<file path="src/hw/rtl/set_assoc_lru_tag_cache_defines.svh">
// assertion macros used by the cache back end rtl
`ifndef SET_ASSOC_LRU_TAG_CACHE_DEFINES_SVH
`define SET_ASSOC_LRU_TAG_CACHE_DEFINES_SVH

// check a property on the rising clock edge, skipped while in reset
`define SALC_ASSERT(label, prop, msg) \
    label: assert property (@(posedge i_clk) disable iff (!i_rst_n) (prop)) else $error(msg);

// check a property on the rising clock edge at all times
`define SALC_ASSERT_ALWAYS(label, prop, msg) \
    label: assert property (@(posedge i_clk) (prop)) else $error(msg);

`endif

</file>
<file path="src/hw/rtl/salc_pkg.sv">
package salc_pkg;

    localparam int unsigned CMD_W    = 1;
    localparam int unsigned IN_ADDR_W = 32;
    localparam int unsigned WAY_W    = 3;
    localparam int unsigned EV_W     = 32;

    localparam logic CMD_READ  = 1'b0;
    localparam logic CMD_WRITE = 1'b1;

    typedef struct packed {
        logic                 cmd;
        logic [IN_ADDR_W-1:0] address;
    } t_req;

    typedef struct packed {
        logic            hit;
        logic [WAY_W-1:0] way;
        logic            evicted_valid;
        logic [EV_W-1:0] evicted_address;
    } t_resp;

endpackage

</file>
<file path="src/hw/rtl/salc_queue.sv">
module salc_queue
    import salc_pkg::*;
#(
    parameter int unsigned W = 40
) (
    input  logic         i_clk,
    input  logic         i_rst_n,
    input  logic         i_push,
    input  logic [W-1:0] i_data,
    input  logic         i_pop,
    output logic         o_full,
    output logic         o_valid,
    output logic [W-1:0] o_data
);
    logic [W-1:0] r_q [2];
    logic         r_wp, r_rp;
    logic [1:0]   r_cnt;

    assign o_full  = (r_cnt == 2'd2);
    assign o_valid = (r_cnt != 2'd0);
    assign o_data  = r_q[r_rp];

    always_ff @(posedge i_clk) begin
        if (i_push) begin
            r_q[r_wp] <= i_data;
        end
    end

    always_ff @(posedge i_clk) begin
        if (!i_rst_n) begin
            r_wp  <= 1'b0;
            r_rp  <= 1'b0;
            r_cnt <= 2'd0;
        end else begin
            if (i_push) begin
                r_wp <= ~r_wp;
            end
            if (i_pop) begin
                r_rp <= ~r_rp;
            end
            r_cnt <= r_cnt + 2'(i_push) - 2'(i_pop);
        end
    end
endmodule

</file>
<file path="config.mk">
export PLATFORM = sky130hd
export DESIGN_NAME = salc_queue
export DESIGN_NICKNAME = d
export VERILOG_FILES = /design/src/hw/rtl/set_assoc_lru_tag_cache_defines.svh /design/src/hw/rtl/salc_pkg.sv /design/src/hw/rtl/salc_queue.sv
export SDC_FILE = /design/constraint.sdc
export NUM_CORES = 1
export LEC_CHECK = 0
export BUFFER_PORTS_ARGS = -buffer_cell sky130_fd_sc_hd__clkbuf_2
export CAP_MARGIN = 40
export CORE_AREA = 2 2 89 74
export CTS_BUF_LIST = sky130_fd_sc_hd__clkbuf_4
export DETAILED_ROUTE_END_ITERATION = 10
export DIE_AREA = 0 0 91 76
export PLACE_DENSITY = 0.89
export REMOVE_ABC_BUFFERS = 1
export SLEW_MARGIN = 40
export SYNTH_ARGS = -nofsm -noshare
export SYNTH_HDL_FRONTEND = slang
export SYNTH_SLANG_ARGS = --single-unit
export TNS_END_PERCENT = 10
</file>
<file path="constraint.sdc">
create_clock -name i_clk -period 3.4 [get_ports i_clk]
set_input_delay 0.51 -clock i_clk [delete_from_list [all_inputs] [get_ports i_clk]]
set_output_delay 0.51 -clock i_clk [all_outputs]
set_load 0.01 [all_outputs]
</file>
### Word-level counts from Yosys, hierarchy flattened

Memories as Yosys holds them, arrays and structs flattened. A register that Yosys moved wholly into a read port is not among the register bits.
Index checks and enable logic that the tools add are counted.

* register bits: 4
* RAM bits: 80
* input port bits: 44
* output and inout port bits: 42
* word-level logic and storage cells: 14
* memories: 1

Memories
* r_q: words 2, bits a word 40, rd ports 1, clocked after Yosys merged registers in 1, write ports 1, line salc_queue.sv:15 `logic [W-1:0] r_q [2];`

* add/subtract/negate cells: 2
* equal/unequal tests: 1
* muxes and demuxes: 4
* bitwise operators: 2
* reductions and logical operators: 1

Operators with widths (number)
* $mux 1: 4
* $add 2x1->2: 1
* $eq 2x2->1 const B: 1
* $not 1->1: 2
* $reduce_bool 2->1: 1
* $sub 2x1->2: 1

### Longest topological paths before layout

* depth after elaboration: 3
* gate-level depth with buffers: 6
* gate-level depth less buffers: 6

### Worst setup path before layout

OpenSTA, ideal clock, no wires.

* path type: input -> register
* start point: in i_push
* end point: mem r_q[0][0], enable pin
* setup time: 443 ps
* arrival: 2330 ps
* data required time: 2957 ps
* path slack: 626 ps
* stages on the path: 1
* path buffers: 0
* cell sequence: nor2b_1

* longest elaborated chain between the ends: 2

Ends and longest elaborated chain
* from (decl): line salc_queue.sv:8 `input logic i_push,`
* $mux 1: line salc_queue.sv:24 `if (i_push) begin`
* $mux 1 (not written as such): line salc_queue.sv:25 `r_q[r_wp] <= i_data;`
* to (decl): line salc_queue.sv:15

No other way between the ends.

==> metrics.txt <==
Mean Syn Cell Area 21.6 sq um; Hold-fix buffers, CTS 0; Synth Instances 145; Final Cycle Share 64.9%; cell area after synthesis 0.00313 sq mm; I/O Buffers 85; Critical Path Stages 2; Worst Path Required 2.89 ns; fin crit period 2.21 ns; Synth warnings 0; Post-Synth Adder-Cell Area 0.801%; worst hold stages 1; placed instance area 0.00363 sq mm; CTS Buffer Depth 2; post-CTS sizing 0; die width 91 microns; #FFs+latches synth 85; compound-cell area share of the yosys netlist 0.240%; Rows 26; vias in the first global route 1661; ant diodes 0; Seq/Total Area, Yosys 80.1%; initial core utilization 51.1%; Slew headroom 50.5%; Synth Area in XOR/XNOR 1.00%; area of all placed cells without fillers 0.00375 sq mm; final WL 5120 microns; setup tns final 0 ns; top cells by area, synth edfxtp_1 77%, mux2_2 14%, dfxtp_1 3.2%; CP top delay family flip-flops; share of cells above drive strength 1 59.1%; largest family of logic cells by synthesized area multiplexers; # nets final 284; Max Slew Vio Count 0; largest net degree at the start of global routing 41; Hold Crit Class in -> reg; worst skew pair latency 0.41 ns; CTS tree done; unrepaired setup endpoints after global routing no; Leak 0.00144 uW; Clock Tree Root clkbuf_4; critical path's largest stage delay 0.71 ns; GRT Total Usage 15.7%; Hold Crit Start i_data[1]; f_max 0.453 GHz; Final ANT Viol Nets 0; hold endpoint r_q[1][1]$_DFFE_PP_; CP Class reg -> out; Peak VDD IR 0.327 mV; Register-to-Register Path Depth 2; CP Launch Type flip-flop; final hold violation count 0; multiplexer area fraction after synthesis 14.4%; grt ovf 0; Yosys top cell area share 76.9%; area leader, netlist edfxtp_1; drt pass-1 iters 4; global-route wire length before repair 8110 microns; DR vias 1637; DRC 0; routed vias/inst 5.02; reg2reg setup slack 1.71 ns; drt wl/cell 15.7 microns; clk_skew 0.0104 ns; area grow syn2layout 20.1%; area of the core 0.00612 sq mm; Max Cap Viol 0; final setup fails 0; fill cell count 489; Reg2Reg Capture Point r_q[0][16]$_DFFE_PP_; Overall Power 2000 uW; r2r startpoint r_wp$_SDFFE_PN0P_; Die H 76 microns; status finished clean; Yosys cell types 12; power per cell area 532 mW/mm^2; CTS Buf Count 9; full die area 0.00692 sq mm; crit path capture type output port; Sink Count 85; Final Wtd Congestion 0.672; I/O pins 86; arrival time at the worst endpoint 1.70 ns; CP max-delay cell dfxtp_4; DPL Wire Length 3380 microns; crit-path max FO 40; initial DRC count 85; initial antenna violation count 0; Buf+Inv Stages, Crit Path 1; clock slew seen by the registers of the worst setup and hold paths 0.12 ns; Post-Synth Simple-Gate Area 1.80%; postcts setup bufs 0; Max H-tree Level 3; worst-margin pin slew 0.740 ns; Cell Chain, Critical Path mux2_2, clkbuf_2
-- cell usage after synthesis (all sizes together) --
library cell	n
and2	4
buf	4
dfxtp	5
edfxtp	80
ha	2
inv	2
mux2	40
nor2b	4
o21a	1
or2	1
xnor3	1
xor2	1
-- state kept, by name, indices dropped and copies added (netlist names), named ones only --
name,flops
r_rp,1
r_q,80
r_cnt,2
r_wp,1
-- worst register-to-register path, stage by stage, from the launching register on --
cell and delay (ns):
dfxtp_1 0.37, nor2b_4 0.61, buf_4 0.39
-- stage by stage --
stage	cells	util [%]	worst slack [ns]	hold WS (ns)
after global routing	326	61.4	1.08	0.232
final	326	61.4	1.19	0.275
after global placement	311	59.3	1.35	0.559
after CTS	326	61.4	1.16	0.248
after detailed placement	311	59.4	1.36	0.564
after floorplan	141	-	0.626	0.555
-- cell type report --
type                            instances  area [sq um]  area share (%)
Clock buffer                            9          67.6            1.80
Clock inverter                          6          55.1            1.47
Inverter                                2          7.51           0.200
Multi-Input combinational cell         54           581            15.5
Sequential cell                        85          2510            66.7
Tap cell                               84           105            2.80
Timing Repair Buffer                   86           433            11.5
-- kinds of logic after synthesis --
family / count (synthesis)
DFF: 85
muxes: 40
and+or+nand+nor: 9
buffers and inverters: 6
xor gates and xnor gates: 2
adders and majority gates: 2
AOI/OAI and AO/OA: 1
-- report_power, final --
group / internal [uW] / leakage [uW] / switching, uW / total (uW)
Combinational: 125 / 0.000583 / 111 / 236
Sequential: 1210 / 0.000793 / 35.0 / 1240
Clock: 213 / 0.0000666 / 307 / 520
Total: 1550 / 0.00144 / 453 / 2000
-- routing by layer --
metal	global-route usage, %	part of all wire (%)
met5	0	0
met3	7.91	9.6
met2	24.8	47
met1	19.2	42
met4	4.70	0.84
-- placed cells by master (no fill, tap or decap), drive strengths merged --
cell | synthesis | final
and2 | 4 | 4
buf | 4 | 1
bufinv | 0 | 1
clkbuf | 0 | 94
clkinv | 0 | 4
clkinvlp | 0 | 1
dfxtp | 5 | 5
edfxtp | 80 | 80
ha | 2 | 2
inv | 2 | 2
mux2 | 40 | 40
nor2b | 4 | 4
o21a | 1 | 1
or2 | 1 | 1
xnor3 | 1 | 1
xor2 | 1 | 1
-- worst max-delay path by stage --
| stage | start | to |
|---|---|---|
| floorplan | i_push | r_q[0][0]$_DFFE_PP_ |
| global placement | flip-flop | o_data[13] |
| detailed placement | i_push | r_q[0][29]$_DFFE_PP_ |
| CTS | flip-flop | o_data[13] |
| global route | flip-flop | o_data[13] |
| finish | flip-flop | o_data[6] |
No activity file was read; power rests on OpenSTA's default activity.
